==> src/rtl/core/lbc_pkg.sv <==
// shared types and constants of the line clipping core
`timescale 1ns / 1ps
package lbc_pkg;

  localparam int NumLanes = 4;

  localparam int WinLeftReset   = 100;
  localparam int WinRightReset  = 500;
  localparam int WinTopReset    = 100;
  localparam int WinBottomReset = 400;

  typedef enum logic [1:0] {
    REG_LEFT   = 2'd0,
    REG_RIGHT  = 2'd1,
    REG_TOP    = 2'd2,
    REG_BOTTOM = 2'd3
  } cfg_reg_t;

  typedef struct packed {
    logic rej;
    logic enter;
    logic leave;
    logic over;
  } lane_ctl_t;

endpackage

==> src/rtl/core/lbc_setup.sv <==
// first stage: edge terms p and q, magnitudes and lane classification
`timescale 1ns / 1ps
module lbc_setup #(
  parameter int CB = 12
) (
  input  logic                        clk,
  input  logic                        rst_n,
  input  logic                        en,
  input  logic                        in_valid,
  input  logic signed [CB-1:0]        x0,
  input  logic signed [CB-1:0]        y0,
  input  logic signed [CB-1:0]        x1,
  input  logic signed [CB-1:0]        y1,
  input  logic signed [CB-1:0]        win_left,
  input  logic signed [CB-1:0]        win_right,
  input  logic signed [CB-1:0]        win_top,
  input  logic signed [CB-1:0]        win_bottom,
  output logic                        valid_r,
  output logic signed [CB-1:0]        x0_r,
  output logic signed [CB-1:0]        y0_r,
  output logic signed [CB-1:0]        x1_r,
  output logic signed [CB-1:0]        y1_r,
  output logic signed [CB:0]          dx_r,
  output logic signed [CB:0]          dy_r,
  output logic [lbc_pkg::NumLanes-1:0][CB:0] num_r,
  output logic [lbc_pkg::NumLanes-1:0][CB:0] den_r,
  output lbc_pkg::lane_ctl_t [lbc_pkg::NumLanes-1:0] ctl_r
);
  import lbc_pkg::*;

  logic signed [CB:0] dx_w;
  logic signed [CB:0] dy_w;
  logic signed [CB:0] p_w [NumLanes];
  logic signed [CB:0] q_w [NumLanes];
  logic [NumLanes-1:0][CB:0] num_nxt;
  logic [NumLanes-1:0][CB:0] den_nxt;
  lane_ctl_t [NumLanes-1:0] ctl_nxt;

  assign dx_w = (CB+1)'(x1) - (CB+1)'(x0);
  assign dy_w = (CB+1)'(y1) - (CB+1)'(y0);

  always_comb begin
    p_w[0] = -dx_w;
    p_w[1] = dx_w;
    p_w[2] = -dy_w;
    p_w[3] = dy_w;
    q_w[0] = (CB+1)'(x0) - (CB+1)'(win_left);
    q_w[1] = (CB+1)'(win_right) - (CB+1)'(x0);
    q_w[2] = (CB+1)'(y0) - (CB+1)'(win_top);
    q_w[3] = (CB+1)'(win_bottom) - (CB+1)'(y0);
    for (int i = 0; i < NumLanes; i++) begin
      num_nxt[i] = q_w[i][CB] ? (CB+1)'(-q_w[i]) : (CB+1)'(q_w[i]);
      den_nxt[i] = p_w[i][CB] ? (CB+1)'(-p_w[i]) : (CB+1)'(p_w[i]);
      ctl_nxt[i].rej   = q_w[i][CB] && !p_w[i][CB];
      ctl_nxt[i].enter = p_w[i][CB] && q_w[i][CB];
      ctl_nxt[i].leave = !p_w[i][CB] && (p_w[i] != '0) && !q_w[i][CB];
      ctl_nxt[i].over  = num_nxt[i] >= den_nxt[i];
    end
  end

  always_ff @(posedge clk) begin
    if (!rst_n) begin
      valid_r <= 1'b0;
    end else if (en) begin
      valid_r <= in_valid;
    end
  end

  always_ff @(posedge clk) begin
    if (en) begin
      x0_r  <= x0;
      y0_r  <= y0;
      x1_r  <= x1;
      y1_r  <= y1;
      dx_r  <= dx_w;
      dy_r  <= dy_w;
      num_r <= num_nxt;
      den_r <= den_nxt;
      ctl_r <= ctl_nxt;
    end
  end
endmodule

==> config.mk <==
export PLATFORM = sky130hd
export DESIGN_NAME = lbc_setup
export DESIGN_NICKNAME = d
export VERILOG_FILES = /design/src/rtl/core/lbc_pkg.sv /design/src/rtl/core/lbc_setup.sv
export SDC_FILE = /design/constraint.sdc
export NUM_CORES = 1
export LEC_CHECK = 0
export BUFFER_PORTS_ARGS = -buffer_cell sky130_fd_sc_hd__buf_2
export CAP_MARGIN = 0
export CORE_MARGIN = 2
export CORE_UTILIZATION = 50
export CTS_BUF_LIST = sky130_fd_sc_hd__clkbuf_8
export DETAILED_ROUTE_END_ITERATION = 8
export GPL_ROUTABILITY_DRIVEN = 0
export GPL_TIMING_DRIVEN = 0
export PLACE_DENSITY = 0.8
export SLEW_MARGIN = 5
export SYNTH_ARGS = -nofsm -noshare
export SYNTH_HDL_FRONTEND = slang
export SYNTH_SLANG_ARGS = --single-unit
export TNS_END_PERCENT = 5
==> constraint.sdc <==
create_clock -name clk -period 9.6 [get_ports clk]
set_clock_uncertainty 0.2 [all_clocks]
set_input_delay 1.92 -clock clk [delete_from_list [all_inputs] [get_ports clk]]
set_output_delay 1.92 -clock clk [all_outputs]
set_load 0.02 [all_outputs]
-- Yosys cells after proc, flatten, opt, wreduce, memory -nomap -nowiden
Index checks and enable logic that the tools add are counted.
- register bits after elaboration: 195
- input bits: 100
- add/subtract/negate cells: 14
- magnitude comparators: 4
- muxes and demuxes: 8
- reduce and logical (&&, ||, !) cells: 28
- operator list (kind ; count):
    13-bit two-way mux ; 8
    13-bit negation ; 8
    12-bit by 12-bit subtractor with 13-bit output ; 6
    13-bit greater-or-equal comparator ; 4
    13-bit nonzero test ; 4
    1-bit logical AND ; 16
    1-bit zero test ; 8

-- Depth between registers and ports, before layout
- depth after elaboration: 5
- gate-level depth with buffers: 28
- depth with buffers taken out: 26

-- Worst setup path before layout
No wires, ideal clock.
- path kind: input port to flip-flop
- start point: input y1[0]
- end point: register ctl_r[8] (netlist bit) (data pin)
- setup time: 0.262 ns
- arrival: 6.555 ns
- data required time: 9.138 ns
- path slack: 2.583 ns
- stages on the path: 27
- path buffers: 2
- cells stage by stage: inv_1 > ha_1 > fa_1 > nor2b_1 > o221ai_1 > nand2_1 > clkinv_1 > or3_1 > and4bb_2 > nand2_1 > nor3_1 > ha_1 > clkbuf_1 > clkbuf_1 > nor2_1 > xor2_1 > inv_1 > ha_1 > nor2b_1 > o21a_1 > o21ai_0 > nand2b_1 > a21oi_1 > o21ai_0 > a21o_1 > a21oi_1 > o21ai_0
- RTL lines (what ; line ; RTL):
    from (decl) ; lbc_setup.sv:13 ; input logic signed [CB-1:0] y1,
    to (signal assigned) ; lbc_setup.sv:79 ; ctl_r <= ctl_nxt;
    to (decl) ; lbc_setup.sv:27 ; output lbc_pkg::lane_ctl_t [lbc_pkg::NumLanes-1:0] ctl_r

==> results.yml <==
outcome:
  status: "complete, no violations"
hold_path:
  hold_path_depth: 2
  min_to: "valid_r$_SDFFE_PN0P_"
  hp-class: "reg -> reg"
  worstHoldStart: "valid_r$_SDFFE_PN0P_"
floorplan:
  core_area_um2: 25800
  dieWidth_um: 165
  rows: 59
  start_util: 0.504
  die_area_um2: 27400
  ioPinCount: 295
  fp.dieH_um: 165
sta:
  slew_headroom: 0.406
  tns_ns: 0
  setup_viol: 0
  fmax_ghz: 0.128
  slew_viol_final: 0
  fin_crit_sh: 0.813
  holdWs_ns: 0.337
  worst_pin_slew_ns: 0.880
  min_period_ns: 7.81
  setup_ws_ns: 1.79
  finalHoldViolCount: 0
  rsz0062_at_grt: "no"
detailed_routing:
  firstDrtPassIters: 5
  drt-initial-drc-count: 736
  wl_per_cell_um: 18.0
  totalWireLength_um: 34200
  vias_per_cell: 5.58
  route.detailed.drc: 0
  ant_nets: 0
  via_count: 10600
clock_network:
  clock_latency_ns: 0.47
  h-tree-depth: 4
  numCtsBuffers: 17
  cts-root-buf: "clkbuf_8"
  post_cts_buffers: 0
  cts_hold_buf: 0
  post_cts_resized: 0
  tritoncts: "built"
  clkTransAtPathRegs_ns: 0.12
  clockBufferDepth: 2
  cts_sinks: 191
pwr:
  power_switching_w: 0.00125
  power_leakage_nw: 6.71
  pwr-share-comb: 0.446
  p_per_area_nw_per_um2: 201
  ir_drop_v: 0.000103
  p_seq_frac: 0.374
  intPower_w: 0.00184
  power.share.switching: 0.404
  clock_power_share: 0.180
global_routing:
  grt_max_degree: 126
  grt_pass1_vias: 10100
  grt_pass1_wl_um: 51500
  overflow: 0
  antenna_found_initial: 3
  grt_usage: 0.247
place:
  place_area_um2: 15000
  place_ws_ns: 1.43
  place_inst: 1865
  dp_hpwl_um: 27500
  io_buffers: 294
worst_setup_path:
  crit_required_ns: 9.63
  r2r_start: "valid_r$_SDFFE_PN0P_"
  r2r_end: "valid_r$_SDFFE_PN0P_"
  r2r_slack_ns: 8.80
  critPathKind: "in -> reg"
  start_kind: "input port"
  r2r.worst_path.cells: 2
  crit_path_max_fanout: 10
  arrival_ns: 7.84
  endpoint_kind: "flip-flop"
run:
  cap_violations: 0
layout:
  mostFrequentLayoutCells: "294 x buf_2, 190 x edfxtp_1, 133 x ha_1"
  fin_nets: 1788
  n_fill_cell: 2183
  fin_cells: 1899
  area.growth.synth_to_final_pct: 18.0
  mostFrequentLayoutCell: "buf_2"
  fin_area_um2: 15400
  drive_gt1_frac: 0.232
synthesis:
  syn_area_per_cell_um2: 10.5
  synthFlopType: "edfxtp_1"
  synth-edff-count: 190
  ys_ff_latch: 191
  syn-cell-area_um2: 13000
  ys_warn_count: 0
  ys_seq_area_frac: 0.440
  netlist_instances: 1235
  synthDistinctLibCells: 77
  synthArstFlopShare: 0
  syn-num-nets: 1474
## registers in the layout, summed over array words and instances (netlist names)
signal / flops
ctl_r: 16
den_r: 49
dx_r: 12
dy_r: 13
num_r: 52
valid_r: 1
x0_r: 12
x1_r: 12
y0_r: 12
y1_r: 12
## worst max path at each step
stage | start | endpoint | slack, ns | cells after the start
4_1_cts | y0[0] | ctl_r[8]$_DFFE_PP_ | 1.95 | 27
5_1_grt | y0[0] | ctl_r[8]$_DFFE_PP_ | 1.56 | 27
6_report | y0[0] | ctl_r[8]$_DFFE_PP_ | 1.79 | 27
3_5_place_dp | y0[0] | ctl_r[8]$_DFFE_PP_ | 1.43 | 27
2_1_floorplan | y1[0] | ctl_r[8]$_DFFE_PP_ | 2.58 | 27
3_3_place_gp | y0[0] | ctl_r[8]$_DFFE_PP_ | 1.50 | 27
## cells by family (layout without fill, tap and decap cells)
| group | count (synthesis) | after routing | share of synthesized area |
|---|---|---|---|
| and+or+nand+nor | 336 | 336 | 0.132 |
| AOI/OAI and AO/OA | 254 | 254 | 0.134 |
| DFF | 191 | 191 | 0.440 |
| xor gates and xnor gates | 154 | 154 | 0.105 |
| buffers and inverters | 152 | 479 | 0.0450 |
| adders and majority gates | 139 | 139 | 0.137 |
| muxes | 9 | 9 | 0.00711 |
| other | 0 | 2 | 0 |
## power by group through the flow
stage	Clock, W	Sequential, W	Combinational [W]
floorplan	0	0.00135	0.000761
finish	0.000555	0.00116	0.00138
CTS	0.000564	0.00116	0.00137
global route	0.000592	0.00117	0.00151
detailed placement	0	0.00118	0.00136
global placement	0	0.00118	0.00131
## final cells by class
cell class,count,area [um2],area share
antenna,2,5.00,0.000326
multi-input combinational,892,6710,0.437
clock inverter,15,173,0.0112
sequential,191,5730,0.373
timing repair buffer,295,1510,0.0982
tap,335,419,0.0273
inverter,133,499,0.0325
buffer,19,87.6,0.00570
clock buffer,17,234,0.0152
## cells in the mapped netlist, types with 3 or more instances
cell,n,area share
a2111oi_0,8,0.0054
a211o_1,3,0.0020
a211oi_1,4,0.0023
a21boi_0,4,0.0023
a21o_1,20,0.012
a21oi_1,48,0.018
a31o_2,5,0.0034
a31oi_1,14,0.0067
and2_1,7,0.0034
and3_1,10,0.0048
buf_4,4,0.0023
clkbuf_1,14,0.0040
edfxtp_1,190,0.44
fa_1,6,0.0092
ha_1,133,0.13
inv_1,128,0.037
inv_2,3,0.00086
mux2i_1,7,0.0054
nand2_1,72,0.021
nand2b_1,19,0.0091
nand3_1,17,0.0065
nand4_1,18,0.0086
nor2_1,77,0.022
nor2b_1,27,0.013
nor3_1,36,0.014
nor3b_1,5,0.0029
nor4_1,13,0.0062
o211ai_1,8,0.0046
o21a_1,21,0.012
o21ai_0,51,0.020
o21bai_1,6,0.0035
o221ai_1,3,0.0020
o22ai_1,6,0.0029
o311a_1,4,0.0031
o311ai_0,4,0.0027
o31a_1,9,0.0061
o31ai_1,14,0.0081
or2_2,9,0.0043
or3_1,7,0.0034
or4_1,5,0.0029
xnor2_1,103,0.069
xnor2_2,3,0.0037
xor2_1,48,0.032
## critical path, stage by stage
cell and delay [ns]:
buf_2 0.17, ha_1 0.25, fa_1 0.40, nor2b_1 0.17, o221ai_1 0.26, nand2_1 0.24
clkinv_1 0.27, or3_1 0.49, and4bb_2 0.35, nand2_1 0.13, nor3_1 0.30, ha_1 0.19
clkbuf_1 0.33, clkbuf_1 0.43, nor2_1 0.10, xor2_1 0.24, inv_1 0.08, ha_1 0.30
nor2b_1 0.14, o21a_1 0.16, o21ai_0 0.15, nand2b_1 0.08, a21oi_1 0.14, o21ai_0 0.09
a21o_1 0.18, a21oi_1 0.13, o21ai_0 0.12
## layer usage
metal / GRT usage / up-vias / wire [um]
li1: - / 5141 / -
met1: 0.281 / 4911 / 13200
met2: 0.455 / 469 / 17500
met3: 0.0445 / 67 / 2460
met4: 0.100 / 2 / 1040
met5: 0 / - / 16
## per-stage QoR
step           utilization  power, W
2_1_floorplan            -   0.00211
6_report             0.595   0.00309
3_3_place_gp         0.577   0.00249
3_5_place_dp         0.579   0.00253
5_1_grt              0.595   0.00327
4_1_cts              0.595   0.00309
Note: power is estimated with default switching activity, not from simulation.
