<file path="src/rtl/core/lbc_divider.sv">
// pipelined restoring divider, one quotient bit per stage
`timescale 1ns / 1ps
module lbc_divider #(
  parameter int CB = 12,
  parameter int FB = 16
) (
  input  logic          clk,
  input  logic          en,
  input  logic [CB:0]   num,
  input  logic [CB:0]   den,
  output logic [FB-1:0] quo
);
  logic [CB:0]   rem_r [FB];
  logic [CB:0]   den_r [FB];
  logic [FB-1:0] quo_r [FB];

  for (genvar k = 0; k < FB; k++) begin : g_stage
    logic [CB:0]   rem_in;
    logic [CB:0]   den_in;
    logic [FB-1:0] quo_in;
    logic [CB+1:0] sh;
    logic          ge;
    logic [CB+1:0] diff;

    if (k == 0) begin : g_first
      assign rem_in = num;
      assign den_in = den;
      assign quo_in = '0;
    end else begin : g_next
      assign rem_in = rem_r[k-1];
      assign den_in = den_r[k-1];
      assign quo_in = quo_r[k-1];
    end

    assign sh   = {rem_in, 1'b0};
    assign ge   = sh >= {1'b0, den_in};
    assign diff = sh - {1'b0, den_in};

    always_ff @(posedge clk) begin
      if (en) begin
        rem_r[k] <= ge ? diff[CB:0] : sh[CB:0];
        den_r[k] <= den_in;
        quo_r[k] <= {quo_in[FB-2:0], ge};
      end
    end
  end

  assign quo = quo_r[FB-1];
endmodule

</file>
<file path="config.mk">
export PLATFORM = sky130hd
export DESIGN_NAME = lbc_divider
export DESIGN_NICKNAME = d
export VERILOG_FILES = /design/src/rtl/core/lbc_divider.sv
export SDC_FILE = /design/constraint.sdc
export NUM_CORES = 1
export LEC_CHECK = 0
export BUFFER_PORTS_ARGS = -buffer_cell sky130_fd_sc_hd__buf_2
export CAP_MARGIN = 20
export CORE_MARGIN = 2
export CORE_UTILIZATION = 50
export DETAILED_ROUTE_END_ITERATION = 8
export GPL_ROUTABILITY_DRIVEN = 0
export GPL_TIMING_DRIVEN = 0
export PLACE_DENSITY = 0.71
export SYNTH_ARGS = -nofsm -noshare
export SYNTH_HDL_FRONTEND = slang
export SYNTH_SLANG_ARGS = --single-unit
</file>
<file path="constraint.sdc">
create_clock -name clk -period 2.7 [get_ports clk]
set_clock_uncertainty 0.1 [all_clocks]
set_input_delay 0.54 -clock clk [delete_from_list [all_inputs] [get_ports clk]]
set_output_delay 0.54 -clock clk [all_outputs]
set_load 0.02 [all_outputs]
</file>
; Word-level counts from Yosys, hierarchy flattened
; Memory sizes are Yosys's and may differ from the RTL's.
; Cells that the tools add are included.
[classes]
addsub = 16
n_lt_le_gt_ge = 16
muxes = 18
[op_table]
columns = operator, n
row1 = $ge A14 B13 Y1, 16
row2 = $mux W13, 16
row3 = $sub A13 B13 Y13, 16
row4 = $mux W1, 2
[word_totals]
reg_bits = 0
ram_bits = 672
inputBits = 28
output_inout_bits = 16
n_memories = 3
[mem_list]
columns = memory, words, word_bits, rd, rd_clocked_by_memory_dff, wr, line
row1 = quo_r, 16, 16, 16, 0, 16, 15  ; logic [FB-1:0] quo_r [FB];
row2 = den_r, 16, 13, 15, 0, 16, 14  ; logic [CB:0] den_r [FB];
row3 = rem_r, 16, 13, 15, 0, 16, 13  ; logic [CB:0] rem_r [FB];

; Logic depth before layout (Yosys ltp)
; Gate-level depths: netlist of the first run.
; An unclocked memory read counts as a cell.
[depth]
word_depth = 3
ltp_mapped = 11
ltp_nobuf = 10

; Least setup slack after synthesis of the first run
; OpenSTA, ideal clock, no wires.
[synth_path]
path_kind = input to register
startpoint = input port num[0]
endpoint = memory rem_r[0][4] (netlist name), data pin
setup_ns = 0.260
arrival_time_ns = 2.561
required_time_ns = 2.340
path_slack_ns = -0.221
stages = 9
cell_sequence = inv_1 -> fa_1 -> nor2b_1 -> o21ai_0 -> a31oi_1 -> or4b_1 -> nand3_1 -> buf_2 -> mux2_2
[synth_rtl]
columns = element, line
row1 = start: declaration, 9  ; input logic [CB:0] num,
row2 = end: declaration, 13

==> impl_metrics.csv, run 1 <==
group,metric,value,unit
outcome,status,"complete, but fails checks",
outcome,violations,"DRC, setup timing",
synth,synth_area,27500,um2
setup_path,worstReg2RegEnd,"rem_r[0][22]$_DFFE_PP_",
setup_path,end_kind,"flop",
grt,overflow,0,
setup_path,rr_worst_depth,9,
sta,timing.setup.tns,-855,ps
synth,synth_top_area_share,57.3,%
sta,setup_ws,-134,ps
setup_path,cp-start-kind,"flop",
synth,synth_edf_count,526,
grt,grt_max_degree,138,
placed_design,io_buffers,43,
sta,max_freq,353,MHz
floorplanning,die_w,239,um
drt,dr.pass1.iters,8,
synth,yosysTopAreaCell,"edfxtp_1",
sta,rsz0062_at_grt,"yes",
synth,async_flop_share,0,%
setup_path,r2r_slack,-130,ps
floorplanning,ioPinCount,44,
sta,timing.final.crit_share,105,%
drt,via_per_inst,5.67,
final_layout,stdcell_count,3254,
grt,grt_pass1_vias,18100,
power_and_ir_drop,powerDensity,1120,nW/um2
final_layout,nets,2755,
floorplanning,die_h,239,um
setup_path,crit-reg2reg-launch,"rem_r[0][0]$_SDFFCE_PN0P_",
clock_network,cts_buffer_depth,3,
sta,timing.slew.headroom,50.9,%
power_and_ir_drop,p_leak,0.0128,uW
synth,synth-seq-cells,526,
clock_network,cts_sinks,526,
drt,avgRoutedWirePerCell,17.4,um
hold_path,hold_end,"den_r[0][1]$_DFFE_PP_",
final_layout,drive_gt1_share,16.9,%
sta,final_hold_viol_count,0,
placed_design,dpl.cell_count,3072,
drt,antenna_left,0,
setup_path,cp_cell_sequence,"ha_4, ha_1, nor2b_4, o21ai_2, a31oi_1, or4b_4, nand3_4, buf_8, mux2_4",
hold_path,holdPathStages,1,
synth,syn_nets,2571,
hold_path,hold_path_startpoint,"den[1]",
final_layout,diodes,0,
drt,drt-initial-drc-count,1395,
floorplanning,initial_core_util,50.3,%
sta,holdWs,55.7,ps
sta,slew_violations,0,
setup_path,cp.required,2970,ps
clock_network,cts_root_buf,"clkbuf_16",
grt,grt_usage,19.3,%
sta,finalSetupViolCount,17,
clock_network,clock_latency,650,ps
clock_network,htree_num_levels,2,
grt,antenna_found_initial,0,
setup_path,crit_slowest_cell,"or4b_4",
setup_path,cp_max_fo,8,
final_layout,area_growth,17.2,%
synth,synth_cell_type_count,62,
drt,drt-total-wl,56600,um
setup_path,crit_arrival,3110,ps
sta,worst_slew_pin_slew,737,ps
power_and_ir_drop,vdd_drop_max,0.607,mV
synth,avgSynthCellArea,11.9,um2
drt,routed-via-count,18400,
synth,synth_area_leaders,"edfxtp_1 (57%), ha_1 (9.4%), a21oi_1 (4.1%)",
floorplanning,design.core.area,54800,um2
synth,ys_warn_count,0,
floorplanning,num_rows,86,
setup_path,max_stage_delay,580,ps
clock_network,clkTransAtPathRegs,60,ps
clock_network,cts_tree,"done",
setup_path,criticalPathCategory,"reg2reg",
grt,grt_first_pass_wirelength,89400,um
hold_path,hp-class,"in2reg",
synth,synthCells,2321,
sta,final.min_clock_period,2830,ps
synth,synth-main-ff-cell,"edfxtp_1",
flow_run,cap_violations,0,
clock_network,cts-buffers-inserted,56,
drt,drc,1,
placed_design,dp_hpwl,38700,um
synth,ys_seq_area_share,57.3,%
floorplanning,die_area,57000,um2
## cell usage in the layout (no fill, tap or decap), types with 20 or more instances in the layout
cell and n:
ha_1 178, nand2_1 125, clkbuf_16 56, xnor2_1 63
nor2b_1 20, ha_4 20, nand2b_1 43, a21o_1 26
o21ai_0 142, buf_2 45, o21a_1 47, buf_4 69
xor2_1 62, mux2_2 36, a21oi_1 202, a31oi_1 23
nor3_1 30, inv_1 238, edfxtp_1 526, nor2_1 168
o31a_1 27
## per-layer routing
layer | vias to the layer above | GRT usage (%) | wire [um]
met2 | 502 | 35.0 | 29100
li1 | 8876 | - | -
met1 | 8917 | 23.2 | 23200
met4 | 0 | 7.63 | 1900
met5 | - | 0 | 0
met3 | 142 | 2.75 | 2400
## per-stage QoR
step	instance area (um2)	setup WS (ps)	total power (uW)	util [%]
finish	32300	-134	36100	59.0
global route	32300	-174	38300	59.0
CTS	31400	0.929	34900	57.3
detailed placement	28800	-578	26100	52.6
global placement	28700	-6640	25600	52.3
floorplan	27600	6.42	22700	-
## how the worst max path moves through the flow
| stage | cells past startpoint | end | slack, ps | start |
|---|---|---|---|---|
| floorplan | 8 | rem_r[0][4]$_DFFE_PP_ | 6 | den[1] |
| global placement | 1 | den_r[0][9]$_DFFE_PP_ | -6640 | en |
| detailed placement | 10 | rem_r[0][77]$_DFFE_PP_ | -580 | den_r[0][52]$_DFFE_PP_ |
| CTS | 7 | rem_r[1][9]$_DFFE_PP_ | 0.9 | rem_r[0][91]$_SDFFCE_PN0P_ |
| global route | 9 | rem_r[0][22]$_DFFE_PP_ | -170 | rem_r[0][0]$_SDFFCE_PN0P_ |
| finish | 9 | rem_r[0][22]$_DFFE_PP_ | -130 | rem_r[0][0]$_SDFFCE_PN0P_ |
## cell usage after synthesis (24+ instances only)
library cell and count:
o21ai_0 167, nor2_1 171, xnor2_1 63, o31a_1 27
a21o_1 26, nor2b_1 29, nand2_1 126, ha_1 207
nand3_1 24, a21oi_1 223, nand2b_1 45, nor3_1 34
mux2_2 48, o21a_1 47, inv_1 248, xor2_1 62
edfxtp_1 526
## sequential cells by signal, indices dropped and copies added, names as in the netlist
register,cells
den_r,195
rem_r,195
quo_r,136
## area by class of cell
class                      instances  area [um2]
buffer                            35         305
inverter                         248         931
sequential                       526       15800
tap                              704         881
multi-input combinational       1505       11500
clock inverter                    37         443
fill                            4212       22500
clock buffer                      66        1440
timing repair buffer             133        1040
## timing repair
item	in CTS	in global routing
buffers inserted	37	38
resized for setup	85	168
endpoints found under the hold margin	11	0
pin swaps	24	58
endpoints found under the setup margin	173	143
hold buffers	11	0
## report_power, final
| part | internal (uW) | total [uW] | switching, uW | leakage, uW |
|---|---|---|---|---|
| sequential | 11800 | 12900 | 1090 | 0.00513 |
| clock | 4590 | 7810 | 3220 | 0.000923 |
| combinational | 7040 | 15400 | 8330 | 0.00677 |
## critical path, delay by kind of cell, from the launching register on
| family | cells | cell delay (ps) |
|---|---|---|
| adder cells (fa/ha/maj) | 2 | 530 |
| flip-flops | 1 | 480 |
| AO/OA/AOI/OAI | 2 | 280 |
| AND/OR/NAND/NOR | 3 | 740 |
| multiplexers | 1 | 300 |
| buffers and inverters | 1 | 150 |
## kinds of logic (layout without fill, tap and decap cells)
group           count (synthesis)  in the layout  share of synthesized area, %
compound gates                608            608                          13.4
xor+xnor                      125            125                          3.97
fa+ha+maj                     222            222                          10.5
buf+inv                       290            519                          4.04
flops                         526            526                          57.3
mux                            54             54                          2.18
simple gates                  496            496                          8.57
Note: power is estimated with default switching activity, not from simulation.
==> run 2, diff against run 1 <==
- PLACE_DENSITY: 0.71 -> not set
- PLACE_DENSITY_LB_ADDON: not set -> 0.2
- SLEW_MARGIN: not set -> 20
==> impl_metrics.csv, run 2 (synthesis gave the netlist of run 1 again) <==
group,metric,value,unit
power_and_ir_drop,vdd_drop_max,0.635,mV
setup_path,worstReg2RegEnd,"rem_r[0][30]$_DFFE_PP_",
clock_network,htree_num_levels,2,
sta,final_hold_viol_count,0,
floorplanning,design.core.area,54800,um2
placed_design,dp_hpwl,38600,um
drt,drt-total-wl,56400,um
sta,slew_violations,0,
floorplanning,initial_core_util,50.3,%
clock_network,clock_latency,620,ps
drt,dr.pass1.iters,5,
grt,grt_max_degree,111,
sta,timing.setup.tns,-187,ps
final_layout,layout_commonest_cell,"edfxtp_1",
power_and_ir_drop,clock_power_share,23.1,%
outcome,status,"complete, but fails checks",
setup_path,cp_max_fo,5,
drt,m1WireLength,24600,um
clock_network,cts_sinks,526,
sta,timing.slew.headroom,59.9,%
drt,avgRoutedWirePerCell,17.3,um
grt,grt_first_pass_wirelength,89400,um
placed_design,pre_cts_ws,-468,ps
setup_path,r2r_slack,-60,ps
power_and_ir_drop,seq_power_share,35.1,%
hold_path,holdPathStages,1,
drt,via_per_inst,5.60,
final_layout,layout_common_cells,"edfxtp_1 (526), inv_1 (236), a21oi_1 (206), ha_1 (173), nor2_1 (165)",
drt,drt-initial-drc-count,1180,
final_layout,nets,2756,
final_layout,fill_cells,4302,
hold_path,hp-class,"in2reg",
final_layout,area_growth,18.0,%
final_layout,finish.utilization,59.4,%
power_and_ir_drop,p_sw,12600,uW
sta,holdWs,64.5,ps
final_layout,reg.largest.list,"den_r x195, rem_r x195, quo_r x136",
outcome,violations,"setup timing",
sta,worst_slew_pin_slew,601,ps
placed_design,placed_cell_area,28800,um2
grt,overflow,0,
setup_path,rr_worst_depth,8,
hold_path,hold_path_startpoint,"den[1]",
setup_path,cp.required,2960,ps
setup_path,crit_arrival,3030,ps
clock_network,cts_root_buf,"clkbuf_16",
power_and_ir_drop,powerDensity,1130,nW/um2
power_and_ir_drop,swShare,34.4,%
floorplanning,die_w,239,um
clock_network,cts_tree,"done",
final_layout,diodes,0,
sta,max_freq,362,MHz
power_and_ir_drop,power.internal,24100,uW
setup_path,end_kind,"flop",
placed_design,io_buffers,43,
grt,antenna_found_initial,0,
floorplanning,num_rows,86,
flow_run,cap_violations,0,
clock_network,cts-buffers-inserted,56,
clock_network,clkTransAtPathRegs,60,ps
sta,final.min_clock_period,2760,ps
drt,drc,0,
sta,rsz0062_at_grt,"yes",
power_and_ir_drop,p_leak,0.0128,uW
sta,setup_ws,-61.2,ps
setup_path,crit-reg2reg-launch,"den_r[0][14]$_DFFE_PP_",
sta,timing.final.crit_share,102,%
floorplanning,die_area,57000,um2
sta,finalSetupViolCount,4,
grt,grt_usage,19.4,%
drt,highest_layer,"met4",
drt,routed-via-count,18200,
drt,wl_met2,28000,um
hold_path,hold_end,"den_r[0][1]$_DFFE_PP_",
drt,dr_wl_met3,2310,um
clock_network,cts_buffer_depth,3,
final_layout,drive_gt1_share,17.4,%
setup_path,cp-start-kind,"flop",
floorplanning,die_h,239,um
drt,antenna_left,0,
grt,grt_pass1_vias,17600,
floorplanning,ioPinCount,44,
setup_path,criticalPathCategory,"reg2reg",
power_and_ir_drop,pwr-share-comb,41.8,%
final_layout,design_area,32500,um2
## run 2: layout make-up
type / count / area, um2 / area share, %
plain buffers: 36 / 309 / 0.951
flip-flops and latches: 526 / 15800 / 48.6
inverters: 248 / 931 / 2.86
well taps: 704 / 881 / 2.71
clock inverters: 40 / 587 / 1.81
multi-input cells: 1505 / 11500 / 35.4
repair buffers: 133 / 1050 / 3.22
clock buffers: 65 / 1460 / 4.48
## run 2: critical path, stage by stage, from the launching register on
cell and delay, ps:
edfxtp_1 480, fa_2 440, nor2b_4 140, o21ai_2 140, a31oi_2 120, or4b_4 530
nand3_4 110, buf_6 150, mux2_4 310
## run 2: repair_timing
action | 4_1_cts | 5_1_grt
pin swaps | 21 | 54
resized for setup | 98 | 169
buffers inserted | 33 | 40
endpoints found under the setup margin | 169 | 158
gates cloned | 2 | 0
hold buffers | 11 | 0
hold endpoints to repair | 11 | 0
## run 2: metrics by stage
step                instances  power, uW
floorplan                2321      22700
global placement         3068      25700
detailed placement       3073      26000
CTS                      3222      35600
global route             3257      39000
finish                   3257      36700
## run 2: worst max-delay path by stage
stage | start | endpoint | slack, ps | cells after the start
floorplan | den[1] | rem_r[0][4]$_DFFE_PP_ | 6 | 8
global placement | en | quo_r[3][49]$_DFFE_PP_ | -6700 | 1
detailed placement | den_r[1][15]$_DFFE_PP_ | rem_r[1][33]$_DFFE_PP_ | -470 | 9
CTS | rem_r[0][28]$_DFFE_PP_ | rem_r[0][50]$_DFFE_PP_ | -30 | 8
global route | den_r[0][14]$_DFFE_PP_ | rem_r[0][30]$_DFFE_PP_ | -130 | 10
finish | den_r[0][14]$_DFFE_PP_ | rem_r[0][30]$_DFFE_PP_ | -60 | 8
## run 2: per-layer routing
metal	GRT usage (%)	vias to the layer above
met5	0	-
met4	5.91	0
met3	2.92	116
met2	33.1	416
met1	25.8	8813
li1	-	8889
## run 2: power by group through the flow
stage          Combinational, uW  Sequential (uW)  Clock (uW)
6_report                   15300            12900        8490
5_1_grt                    17000            13100        9010
4_1_cts                    14100            12900        8700
3_5_place_dp               13100            13000           0
3_3_place_gp               12700            13100           0
2_1_floorplan              10100            12500           0
