<file path="config.mk">
export PLATFORM = sky130hd
export DESIGN_NAME = lbc_finish_flat
export DESIGN_NICKNAME = d
export VERILOG_FILES = /design/src/rtl/core/lbc_pkg.sv /design/src/rtl/core/lbc_clip_if.sv /design/src/rtl/core/lbc_finish.sv /design/src/flat_wrapper.sv
export SDC_FILE = /design/constraint.sdc
export NUM_CORES = 2
export LEC_CHECK = 0
export BUFFER_PORTS_ARGS = -buffer_cell sky130_fd_sc_hd__buf_2
export CAP_MARGIN = 20
export CELL_PAD_IN_SITES_DETAIL_PLACEMENT = 2
export CELL_PAD_IN_SITES_GLOBAL_PLACEMENT = 2
export CORE_MARGIN = 1.5
export CORE_UTILIZATION = 42
export CTS_CLUSTER_SIZE = 16
export DETAILED_ROUTE_END_ITERATION = 16
export GPL_TIMING_DRIVEN = 0
export PLACE_DENSITY = 0.82
export RECOVER_POWER = 50
export REMOVE_ABC_BUFFERS = 1
export SLEW_MARGIN = 15
export SYNTH_ARGS = -nofsm -noshare
export SYNTH_HDL_FRONTEND = slang
export SYNTH_SLANG_ARGS = --single-unit
</file>
<file path="constraint.sdc">
create_clock -name clk -period 13.5 [get_ports clk]
set_input_delay 2.7 -clock clk [delete_from_list [all_inputs] [get_ports clk]]
set_output_delay 2.7 -clock clk [all_outputs]
set_load 0.05 [all_outputs]
</file>
<file path="src/rtl/core/lbc_pkg.sv">
// shared types and constants of the line clipping core
`timescale 1ns / 1ps
package lbc_pkg;

  localparam int NumLanes = 4;

  localparam int WinLeftReset   = 100;
  localparam int WinRightReset  = 500;
  localparam int WinTopReset    = 100;
  localparam int WinBottomReset = 400;

  typedef enum logic [1:0] {
    REG_LEFT   = 2'd0,
    REG_RIGHT  = 2'd1,
    REG_TOP    = 2'd2,
    REG_BOTTOM = 2'd3
  } cfg_reg_t;

  typedef struct packed {
    logic rej;
    logic enter;
    logic leave;
    logic over;
  } lane_ctl_t;

endpackage

</file>
<file path="src/rtl/core/lbc_clip_if.sv">
// clipped segment result channel
`timescale 1ns / 1ps
interface lbc_clip_if #(
  parameter int CB = 12
);
  logic valid;
  logic ready;
  logic signed [CB-1:0] clipped_start_x;
  logic signed [CB-1:0] clipped_start_y;
  logic signed [CB-1:0] clipped_end_x;
  logic signed [CB-1:0] clipped_end_y;
  logic visible;
  logic was_changed;

  modport source (output valid, clipped_start_x, clipped_start_y, clipped_end_x,
                  clipped_end_y, visible, was_changed, input ready);
  modport sink (input valid, clipped_start_x, clipped_start_y, clipped_end_x,
                clipped_end_y, visible, was_changed, output ready);
endinterface

</file>
<file path="src/rtl/core/lbc_finish.sv">
// interval update, endpoint scaling and result register
`timescale 1ns / 1ps
module lbc_finish #(
  parameter int CB = 12,
  parameter int FB = 16
) (
  input  logic                        clk,
  input  logic                        rst_n,
  input  logic                        en,
  input  logic                        in_valid,
  input  logic signed [CB-1:0]        x0,
  input  logic signed [CB-1:0]        y0,
  input  logic signed [CB-1:0]        x1,
  input  logic signed [CB-1:0]        y1,
  input  logic signed [CB:0]          dx,
  input  logic signed [CB:0]          dy,
  input  lbc_pkg::lane_ctl_t [lbc_pkg::NumLanes-1:0] ctl,
  input  logic [lbc_pkg::NumLanes-1:0][FB-1:0] quo,
  lbc_clip_if.source                  out_if
);
  import lbc_pkg::*;

  localparam int TW = FB + 1;
  localparam int PW = TW + CB + 1;
  localparam int SW = CB + 3;

  // interval stage
  logic [TW-1:0] r_w [NumLanes];
  logic [TW-1:0] t1_w;
  logic [TW-1:0] t2_w;
  logic          rej_w;

  logic                 v1_r;
  logic [TW-1:0]        t1_r;
  logic [TW-1:0]        t2_r;
  logic                 rej1_r;
  logic signed [CB-1:0] x0_1_r, y0_1_r, x1_1_r, y1_1_r;
  logic signed [CB:0]   dx_1_r, dy_1_r;

  always_comb begin
    t1_w  = '0;
    t2_w  = {1'b1, {FB{1'b0}}};
    rej_w = 1'b0;
    for (int i = 0; i < NumLanes; i++) begin
      r_w[i] = ctl[i].over ? {1'b1, {FB{1'b0}}} : {1'b0, quo[i]};
      if (ctl[i].rej) begin
        rej_w = 1'b1;
      end
      if (ctl[i].enter && (r_w[i] > t1_w)) begin
        t1_w = r_w[i];
      end
      if (ctl[i].leave && (r_w[i] < t2_w)) begin
        t2_w = r_w[i];
      end
    end
    if (t1_w >= t2_w) begin
      rej_w = 1'b1;
    end
  end

  // scaling stage
  logic [CB:0]   adx_w, ady_w;
  logic          v2_r;
  logic          rej2_r;
  logic          sx_r, sy_r;
  logic [PW-1:0] psx_r, psy_r, pex_r, pey_r;
  logic signed [CB-1:0] x0_2_r, y0_2_r, x1_2_r, y1_2_r;

  assign adx_w = dx_1_r[CB] ? (CB+1)'(-dx_1_r) : (CB+1)'(dx_1_r);
  assign ady_w = dy_1_r[CB] ? (CB+1)'(-dy_1_r) : (CB+1)'(dy_1_r);

  // endpoint stage
  logic [SW-1:0] msx_w, msy_w, mex_w, mey_w;
  logic signed [SW-1:0] csx_w, csy_w, cex_w, cey_w;
  logic signed [SW-1:0] x0e_w, y0e_w, x1e_w, y1e_w;
  logic          chg_w;

  assign msx_w = SW'(psx_r[PW-1:FB]);
  assign msy_w = SW'(psy_r[PW-1:FB]);
  assign mex_w = SW'(pex_r[PW-1:FB]);
  assign mey_w = SW'(pey_r[PW-1:FB]);
  assign x0e_w = SW'(x0_2_r);
  assign y0e_w = SW'(y0_2_r);
  assign x1e_w = SW'(x1_2_r);
  assign y1e_w = SW'(y1_2_r);
  assign csx_w = x0e_w + (sx_r ? -$signed(msx_w) : $signed(msx_w));
  assign csy_w = y0e_w + (sy_r ? -$signed(msy_w) : $signed(msy_w));
  assign cex_w = x0e_w + (sx_r ? -$signed(mex_w) : $signed(mex_w));
  assign cey_w = y0e_w + (sy_r ? -$signed(mey_w) : $signed(mey_w));
  assign chg_w = (csx_w != x0e_w) || (csy_w != y0e_w) ||
                 (cex_w != x1e_w) || (cey_w != y1e_w);

  logic out_valid_r;
  logic signed [CB-1:0] osx_r, osy_r, oex_r, oey_r;
  logic vis_r, chg_r;

  always_ff @(posedge clk) begin
    if (!rst_n) begin
      v1_r        <= 1'b0;
      v2_r        <= 1'b0;
      out_valid_r <= 1'b0;
    end else if (en) begin
      v1_r        <= in_valid;
      v2_r        <= v1_r;
      out_valid_r <= v2_r;
    end
  end

  always_ff @(posedge clk) begin
    if (en) begin
      t1_r   <= t1_w;
      t2_r   <= t2_w;
      rej1_r <= rej_w;
      x0_1_r <= x0;
      y0_1_r <= y0;
      x1_1_r <= x1;
      y1_1_r <= y1;
      dx_1_r <= dx;
      dy_1_r <= dy;

      rej2_r <= rej1_r;
      sx_r   <= dx_1_r[CB];
      sy_r   <= dy_1_r[CB];
      psx_r  <= PW'(t1_r) * PW'(adx_w);
      psy_r  <= PW'(t1_r) * PW'(ady_w);
      pex_r  <= PW'(t2_r) * PW'(adx_w);
      pey_r  <= PW'(t2_r) * PW'(ady_w);
      x0_2_r <= x0_1_r;
      y0_2_r <= y0_1_r;
      x1_2_r <= x1_1_r;
      y1_2_r <= y1_1_r;

      osx_r <= rej2_r ? '0 : csx_w[CB-1:0];
      osy_r <= rej2_r ? '0 : csy_w[CB-1:0];
      oex_r <= rej2_r ? '0 : cex_w[CB-1:0];
      oey_r <= rej2_r ? '0 : cey_w[CB-1:0];
      vis_r <= !rej2_r;
      chg_r <= !rej2_r && chg_w;
    end
  end

  assign out_if.valid           = out_valid_r;
  assign out_if.clipped_start_x = osx_r;
  assign out_if.clipped_start_y = osy_r;
  assign out_if.clipped_end_x   = oex_r;
  assign out_if.clipped_end_y   = oey_r;
  assign out_if.visible         = vis_r;
  assign out_if.was_changed     = chg_r;
endmodule

</file>
<file path="src/flat_wrapper.sv">
// flat-port wrapper written by rule: the top's interface ports become plain ports
module lbc_finish_flat import lbc_pkg::*;
#(
  parameter int CB = 12,
  parameter int FB = 16
)
  (clk, rst_n, en, in_valid, x0, y0, x1, y1, dx, dy, ctl, quo, out_if_valid, out_if_clipped_start_x, out_if_clipped_start_y, out_if_clipped_end_x, out_if_clipped_end_y, out_if_visible, out_if_was_changed, out_if_ready);
  lbc_clip_if #(.CB(CB)) out_if_i ();
  input  logic clk;
  input  logic rst_n;
  input  logic en;
  input  logic in_valid;
  input  logic signed [CB-1:0] x0;
  input  logic signed [CB-1:0] y0;
  input  logic signed [CB-1:0] x1;
  input  logic signed [CB-1:0] y1;
  input  logic signed [CB:0] dx;
  input  logic signed [CB:0] dy;
  input  lbc_pkg::lane_ctl_t [lbc_pkg::NumLanes-1:0] ctl;
  input  logic [lbc_pkg::NumLanes-1:0][FB-1:0] quo;
  output wire logic [$bits(out_if_i.valid)-1:0] out_if_valid;
  output wire logic [$bits(out_if_i.clipped_start_x)-1:0] out_if_clipped_start_x;
  output wire logic [$bits(out_if_i.clipped_start_y)-1:0] out_if_clipped_start_y;
  output wire logic [$bits(out_if_i.clipped_end_x)-1:0] out_if_clipped_end_x;
  output wire logic [$bits(out_if_i.clipped_end_y)-1:0] out_if_clipped_end_y;
  output wire logic [$bits(out_if_i.visible)-1:0] out_if_visible;
  output wire logic [$bits(out_if_i.was_changed)-1:0] out_if_was_changed;
  input wire logic [$bits(out_if_i.ready)-1:0] out_if_ready;
  assign out_if_valid = out_if_i.valid;
  assign out_if_clipped_start_x = out_if_i.clipped_start_x;
  assign out_if_clipped_start_y = out_if_i.clipped_start_y;
  assign out_if_clipped_end_x = out_if_i.clipped_end_x;
  assign out_if_clipped_end_y = out_if_i.clipped_end_y;
  assign out_if_visible = out_if_i.visible;
  assign out_if_was_changed = out_if_i.was_changed;
  assign out_if_i.ready = out_if_ready;
  lbc_finish #(.CB(CB), .FB(FB)) u_core (.clk(clk), .rst_n(rst_n), .en(en), .in_valid(in_valid), .x0(x0), .y0(y0), .x1(x1), .y1(y1), .dx(dx), .dy(dy), .ctl(ctl), .quo(quo), .out_if(out_if_i));
endmodule
</file>
# Word level (Yosys, flattened, before mapping)
# Cells that the tools add are included.
# W data, S select, Z words.
[totals]
register_bits = 333
output_inout_bits = 51
[op_classes]
addsub = 10
mul = 4
n_lt_le_gt_ge = 9
eq_ne = 4
n_mux = 19
n_reduce_logical = 14
[ops]
columns = ["cell", "n"]
rows = [
  ["$mux W17", 12],
  ["$mul A17 B13 Y30", 4],
  ["$add A12 B15 Y15", 4],
  ["$mux W15", 4],
  ["$ne A15 B12 Y1", 4],
  ["$neg A14 Y15", 4],
  ["$gt A17 B17 Y1", 3],
  ["$lt A17 B17 Y1", 3],
  ["$mux W13", 2],
  ["$neg A13 Y13", 2],
  ["$ge A17 B17 Y1", 1],
  ["$gt A17 B1 Y1 const B", 1],
  ["$lt A17 B17 Y1 const B", 1],
  ["$logic_and A1 B1 Y1", 9],
  ["$reduce_or A4 Y1", 1],
  ["$logic_or A1 B1 Y1", 3],
  ["$logic_not A1 Y1", 1],
  ["$mux W1", 1],
]

# Logic depth before layout (Yosys ltp)
[depth]
depth_word = 15
ltp_mapped = 50

# Worst setup path after synthesis
# No wires, ideal clock.
[synth_path]
kind = "input -> register"
start = "input port ctl[0] (netlist name)"
end = "register u_core.rej1_r, data pin"
setup_ns = 0.267
arrival_time_ns = 11.860
path_slack_ns = 1.374
path_stages = 44
n_path_buf = 6
path_cell_list = "nand2b_1 -> a41oi_1 -> clkbuf_1 -> nand2_1 -> ha_1 -> o21a_1 -> o21a_1 -> o21a_1 -> o21a_1 -> o211ai_1 -> a21oi_1 -> clkbuf_1 -> mux2_2 -> ha_1 -> o21a_1 -> o21a_1 -> o2111ai_1 -> a21boi_0 -> [... 8 more ...] -> a21o_1 -> a21oi_1 -> o21ai_0 -> or2_2 -> clkbuf_1 -> o21ai_1 -> clkbuf_1 -> a31oi_1 -> ha_1 -> nor2b_1 -> o21a_1 -> o21a_1 -> o21a_1 -> o21a_1 -> o21ai_0 -> a211oi_1 -> o2111ai_1 -> nand3_1"
[synth_via]
elab_chain_cells = 15
[synth_lines]
columns = ["item", "line_no", "text"]
rows = [
  ["start, declared", "flat_wrapper.sv:19", "input lbc_pkg::lane_ctl_t [lbc_pkg::NumLanes-1:0] ctl;"],
  ["$mux W17 *", "lbc_finish.sv:45", "r_w[i] = ctl[i].over ? {1'b1, {FB{1'b0}}} : {1'b0, quo[i]};"],
  ["$gt A17 B1 Y1", "lbc_finish.sv:49", "if (ctl[i].enter && (r_w[i] > t1_w)) begin"],
  ["$logic_and A1 B1 Y1", "lbc_finish.sv:49", ""],
  ["$mux W17 *", "lbc_finish.sv:49", ""],
  ["$gt A17 B17 Y1", "lbc_finish.sv:49", ""],
  ["$logic_and A1 B1 Y1", "lbc_finish.sv:49", ""],
  ["$mux W17 *", "lbc_finish.sv:49", ""],
  ["$gt A17 B17 Y1", "lbc_finish.sv:49", ""],
  ["$logic_and A1 B1 Y1", "lbc_finish.sv:49", ""],
  ["$mux W17 *", "lbc_finish.sv:49", ""],
  ["$gt A17 B17 Y1", "lbc_finish.sv:49", ""],
  ["$logic_and A1 B1 Y1", "lbc_finish.sv:49", ""],
  ["$mux W17 *", "lbc_finish.sv:49", ""],
  ["net u_core.t1_w[1]", "lbc_finish.sv:29", "logic [TW-1:0] t1_w;"],
  ["$ge A17 B17 Y1 *", "lbc_finish.sv:56", "if (t1_w >= t2_w) begin"],
  ["$reduce_or A4 Y1 (no source line) *", "n/a", ""],
  ["end signal, assigned", "lbc_finish.sv:113", "rej1_r <= rej_w;"],
  ["end, declared", "lbc_finish.sv:36", "logic rej1_r;"],
]
# The timed path passes the listed nets; every way through them passes the cells marked *.
# A chain may end at the register's enable or synchronous reset.

# Final worst setup path
[layout_path]
start = "input port quo[3] (netlist name)"
end = "register u_core.rej1_r, data pin"
[layout_via]
elab_chain_cells = 15
[layout_lines]
columns = ["item", "line_no", "text"]
rows = [
  ["start, declared", "flat_wrapper.sv:20", "input logic [lbc_pkg::NumLanes-1:0][FB-1:0] quo;"],
  ["$mux W17 *", "lbc_finish.sv:45", ""],
  ["$gt A17 B1 Y1", "lbc_finish.sv:49", ""],
  ["$logic_and A1 B1 Y1", "lbc_finish.sv:49", ""],
  ["$mux W17 *", "lbc_finish.sv:49", ""],
  ["$gt A17 B17 Y1", "lbc_finish.sv:49", ""],
  ["$logic_and A1 B1 Y1", "lbc_finish.sv:49", ""],
  ["$mux W17 *", "lbc_finish.sv:49", ""],
  ["$gt A17 B17 Y1", "lbc_finish.sv:49", ""],
  ["$logic_and A1 B1 Y1", "lbc_finish.sv:49", ""],
  ["$mux W17 *", "lbc_finish.sv:49", ""],
  ["$gt A17 B17 Y1", "lbc_finish.sv:49", ""],
  ["$logic_and A1 B1 Y1", "lbc_finish.sv:49", ""],
  ["$mux W17 *", "lbc_finish.sv:49", ""],
  ["net u_core.t1_w[1]", "lbc_finish.sv:29", ""],
  ["$ge A17 B17 Y1 *", "lbc_finish.sv:56", ""],
  ["$reduce_or A4 Y1 (no source line) *", "n/a", ""],
]
# Marked as above.

==> results_dict.tcl <==
set metrics [dict create \
    holdPathStages 0 \
    gr-total-overflow 0 \
    dr.pass1.iters 5 \
    ys_seq_area_share_pct 18.04 \
    num_vias 37200 \
    yosys.area.top_type "fa_1" \
    hold_class "flop to flop" \
    synth.area.top_cells "fa_1, edfxtp_1, ha_1" \
    finalMaxSlewViolations 178 \
    die_y_um 328.9 \
    cts_buffer_depth 3 \
    synth_cell_types 81 \
    synth_area_um2 44610 \
    portBuffers 208 \
    ctsHoldBuffers 0 \
    ys.flop_type "edfxtp_1" \
    clk_latency_ns 0.63 \
    critPathCapture "u_core.rej1_r" \
    antenna_found_initial 7 \
    status "finished with violations" \
    cts_buffers 36 \
    hpwl_um 139800 \
    die_x_um 328.9 \
    synthMuxAreaShare_pct 2.362 \
    worst_pin_slew_ns 6.036 \
    slowest_stage "or2_2" \
    start_kind "input pin" \
    post-synth-top-area-fraction_pct 29.62 \
    slew_headroom_pct -302.4 \
    place_congestion 0.8840 \
    grt_max_degree 95 \
    end_kind "flop" \
    reg2reg_from "u_core.dy_1_r[0]" \
    pre_cts_slack_ns -1.502 \
    cp.required_ns 13.78 \
    cp_common_cell "o21a_1" \
    cp_max_fo 35 \
    ys_warn_count 0 \
    reg2reg_setup_slack_ns 4.44 \
    crit_path_start "quo[3]" \
    syn_avg_cell_area_um2 9.443 \
    cts.root.buffer_cell "clkbuf_16" \
    grt_first_pass_wirelength_um 269400 \
    drc_errors 0 \
    highest_layer "met5" \
    areaGrowthSynthToFinish_pct 11.42 \
    coreArea_um2 105300 \
    max-cap-violations 2 \
    postRouteWirelength_um 187600 \
    fin_skew_ns 0.04127 \
    violations "capacitance limit, slew limit" \
    synth_top_family_by_area "adder cells" \
    rows 119 \
    drive_gt1_share_pct 9.709 \
    hold_violations 0 \
    cts_tree "yes" \
    synth-seq-cells 269 \
    finalCriticalPeriod_ns 13.28 \
    final_antenna_net_count 0 \
    viasPerCell 5.927 \
    synthXorXnorAreaFrac_pct 4.269 \
    synth_adder_area_share_pct 42.58 \
    r2r_cells 24 \
    synthArstFlopShare_pct 0 \
    path_class "input pin to flop" \
    cp.arrival_ns 13.55 \
    yosys.cell_count.top_type "inv_1" \
    fillers 11070 \
    synth_simple_gate_area_share_pct 16.02 \
    synth_compound_area_share_pct 8.313 \
    setup_ws_ns 0.2217 \
    r2r_end "u_core.psy_r[29]" \
    track_usage_pct 33.07 \
    grt_pass1_vias 43720 \
    synth.cells.most_frequent "inv_1, nand2_1, fa_1, ha_1, and2_1" \
    avgRoutedWirePerCell_um 29.89 \
    dr_wl_met2_um 95690 \
    cts.sinks 269 \
    fin_nets 6137 \
    synthCells 4724 \
    fmaxAchievable_mhz 75.31 \
    setup_viol 0 \
    critical-path-max-stage-delay_ns 0.53 \
    path_clk_slew_ns 0.06 \
    synth_edf_count 266 \
    wl_met3_um 9837 \
    htreeDepth 2 \
    initialDrtViolationCount 2302 \
    fin_crit_sh_pct 98.36 \
    design.die.area_um2 108200 \
    initial_core_util_pct 42.38 \
    wl_met1_um 68430 \
    io_pins 210 \
]
-- per-layer routing --
metal | vias to the layer above | global-route usage, %
li1 | 15540 | -
met1 | 19270 | 36.86
met2 | 1654 | 60.50
met3 | 729 | 4.269
met4 | 6 | 18.64
met5 | - | 0
-- logic make-up (layout without fill, tap and decap cells) --
logic type                 count (synthesis)  after routing
muxes                                     97             97
other                                      0              3
DFF                                      269            269
and+or+nand+nor                         1490           1490
adders and majority gates               1122           1122
AOI/OAI and AO/OA                        541            541
buffers and inverters                    997           1155
xor gates and xnor gates                 208            208
-- layout by cell type, fill, tap and decap left out, types with 10 or more instances in the layout --
master,synthesis,layout
nor3_1,41,41
mux2i_1,31,31
a211oi_1,21,21
o41ai_1,30,30
or3_1,18,18
buf_16,0,25
o211ai_1,31,31
buf_8,0,26
fa_1,660,660
xor2_1,55,50
nor2_1,144,144
nand2b_1,25,25
xnor2_1,147,132
clkbuf_1,205,23
nor4_1,21,17
o2111ai_1,15,15
nand2_1,718,716
a31oi_1,44,44
buf_2,12,197
or4_1,13,13
nor2b_1,50,49
o31ai_1,26,27
buf_6,0,33
a21oi_1,113,112
nand4_1,37,37
mux2_2,66,66
o21ai_0,81,80
xnor2_2,0,15
ha_1,462,462
inv_1,776,776
a21o_1,57,57
o21a_1,38,36
nand3_1,37,37
and2_1,339,336
edfxtp_1,266,266
buf_4,0,10
clkbuf_16,0,36
-- per-stage QoR --
stage / std cells / hold slack [ns] / area [µm²] / utilization (%) / setup TNS, ns
3_3_place_gp: 6103 / 0.4022 / 46550 / 44.22 / -68.42
4_1_cts: 6266 / 0.4213 / 49670 / 47.18 / 0
3_5_place_dp: 6201 / 0.4051 / 48450 / 46.03 / -1.502
6_report: 6276 / 0.4197 / 49700 / 47.22 / 0
2_1_floorplan: 4504 / 0.4003 / 43770 / - / -0.4740
5_1_grt: 6274 / 0.4267 / 49700 / 47.21 / -0.07208
-- worst max-delay path: cells and delay by family --
kind | cells | cell delay [ns]
compound gates | 27 | 5.92
simple gates | 8 | 2.47
fa+ha+maj | 4 | 1.25
mux | 2 | 0.80
buf+inv | 2 | 0.37
-- sequential cells by signal (all words and copies together), names as in the netlist, 13 cells and up --
register	flops
u_core.t1_r	17
u_core.t2_r	17
u_core.pex_r	14
u_core.pey_r	14
u_core.psx_r	14
u_core.psy_r	14
u_core.dx_1_r	13
u_core.dy_1_r	13
-- layout make-up --
class	instances	area, µm²	share of cell area, %
repair buffers	314	2663	5.357
diodes	3	7.507	0.01510
clock inverters	24	282.8	0.5689
well taps	1391	1740	3.502
flip-flops and latches	269	8048	16.19
multi-input cells	3458	33130	66.65
inverters	777	2917	5.868
clock buffers	40	915.9	1.843
-- worst min path at each step --
stage                     startpoint          endpoint  slack, ns
floorplan              u_core.rej1_r     u_core.rej2_r       0.40
global placement       u_core.rej1_r     u_core.rej2_r       0.40
detailed placement  u_core.x0_1_r[5]  u_core.x0_2_r[5]       0.41
CTS                 u_core.x0_1_r[9]  u_core.x0_2_r[9]       0.42
global route        u_core.x0_1_r[7]  u_core.x0_2_r[7]       0.43
finish              u_core.x0_1_r[1]  u_core.x0_2_r[1]       0.42
-- repair_timing --
item,in CTS,in global routing
setup buffers,1,6
resized for setup,4,7
pin swaps,1,1
setup endpoints to repair,1,1
Power is not shown: default switching activity piles up to over one toggle a cycle in this logic, so the estimate is an artifact.
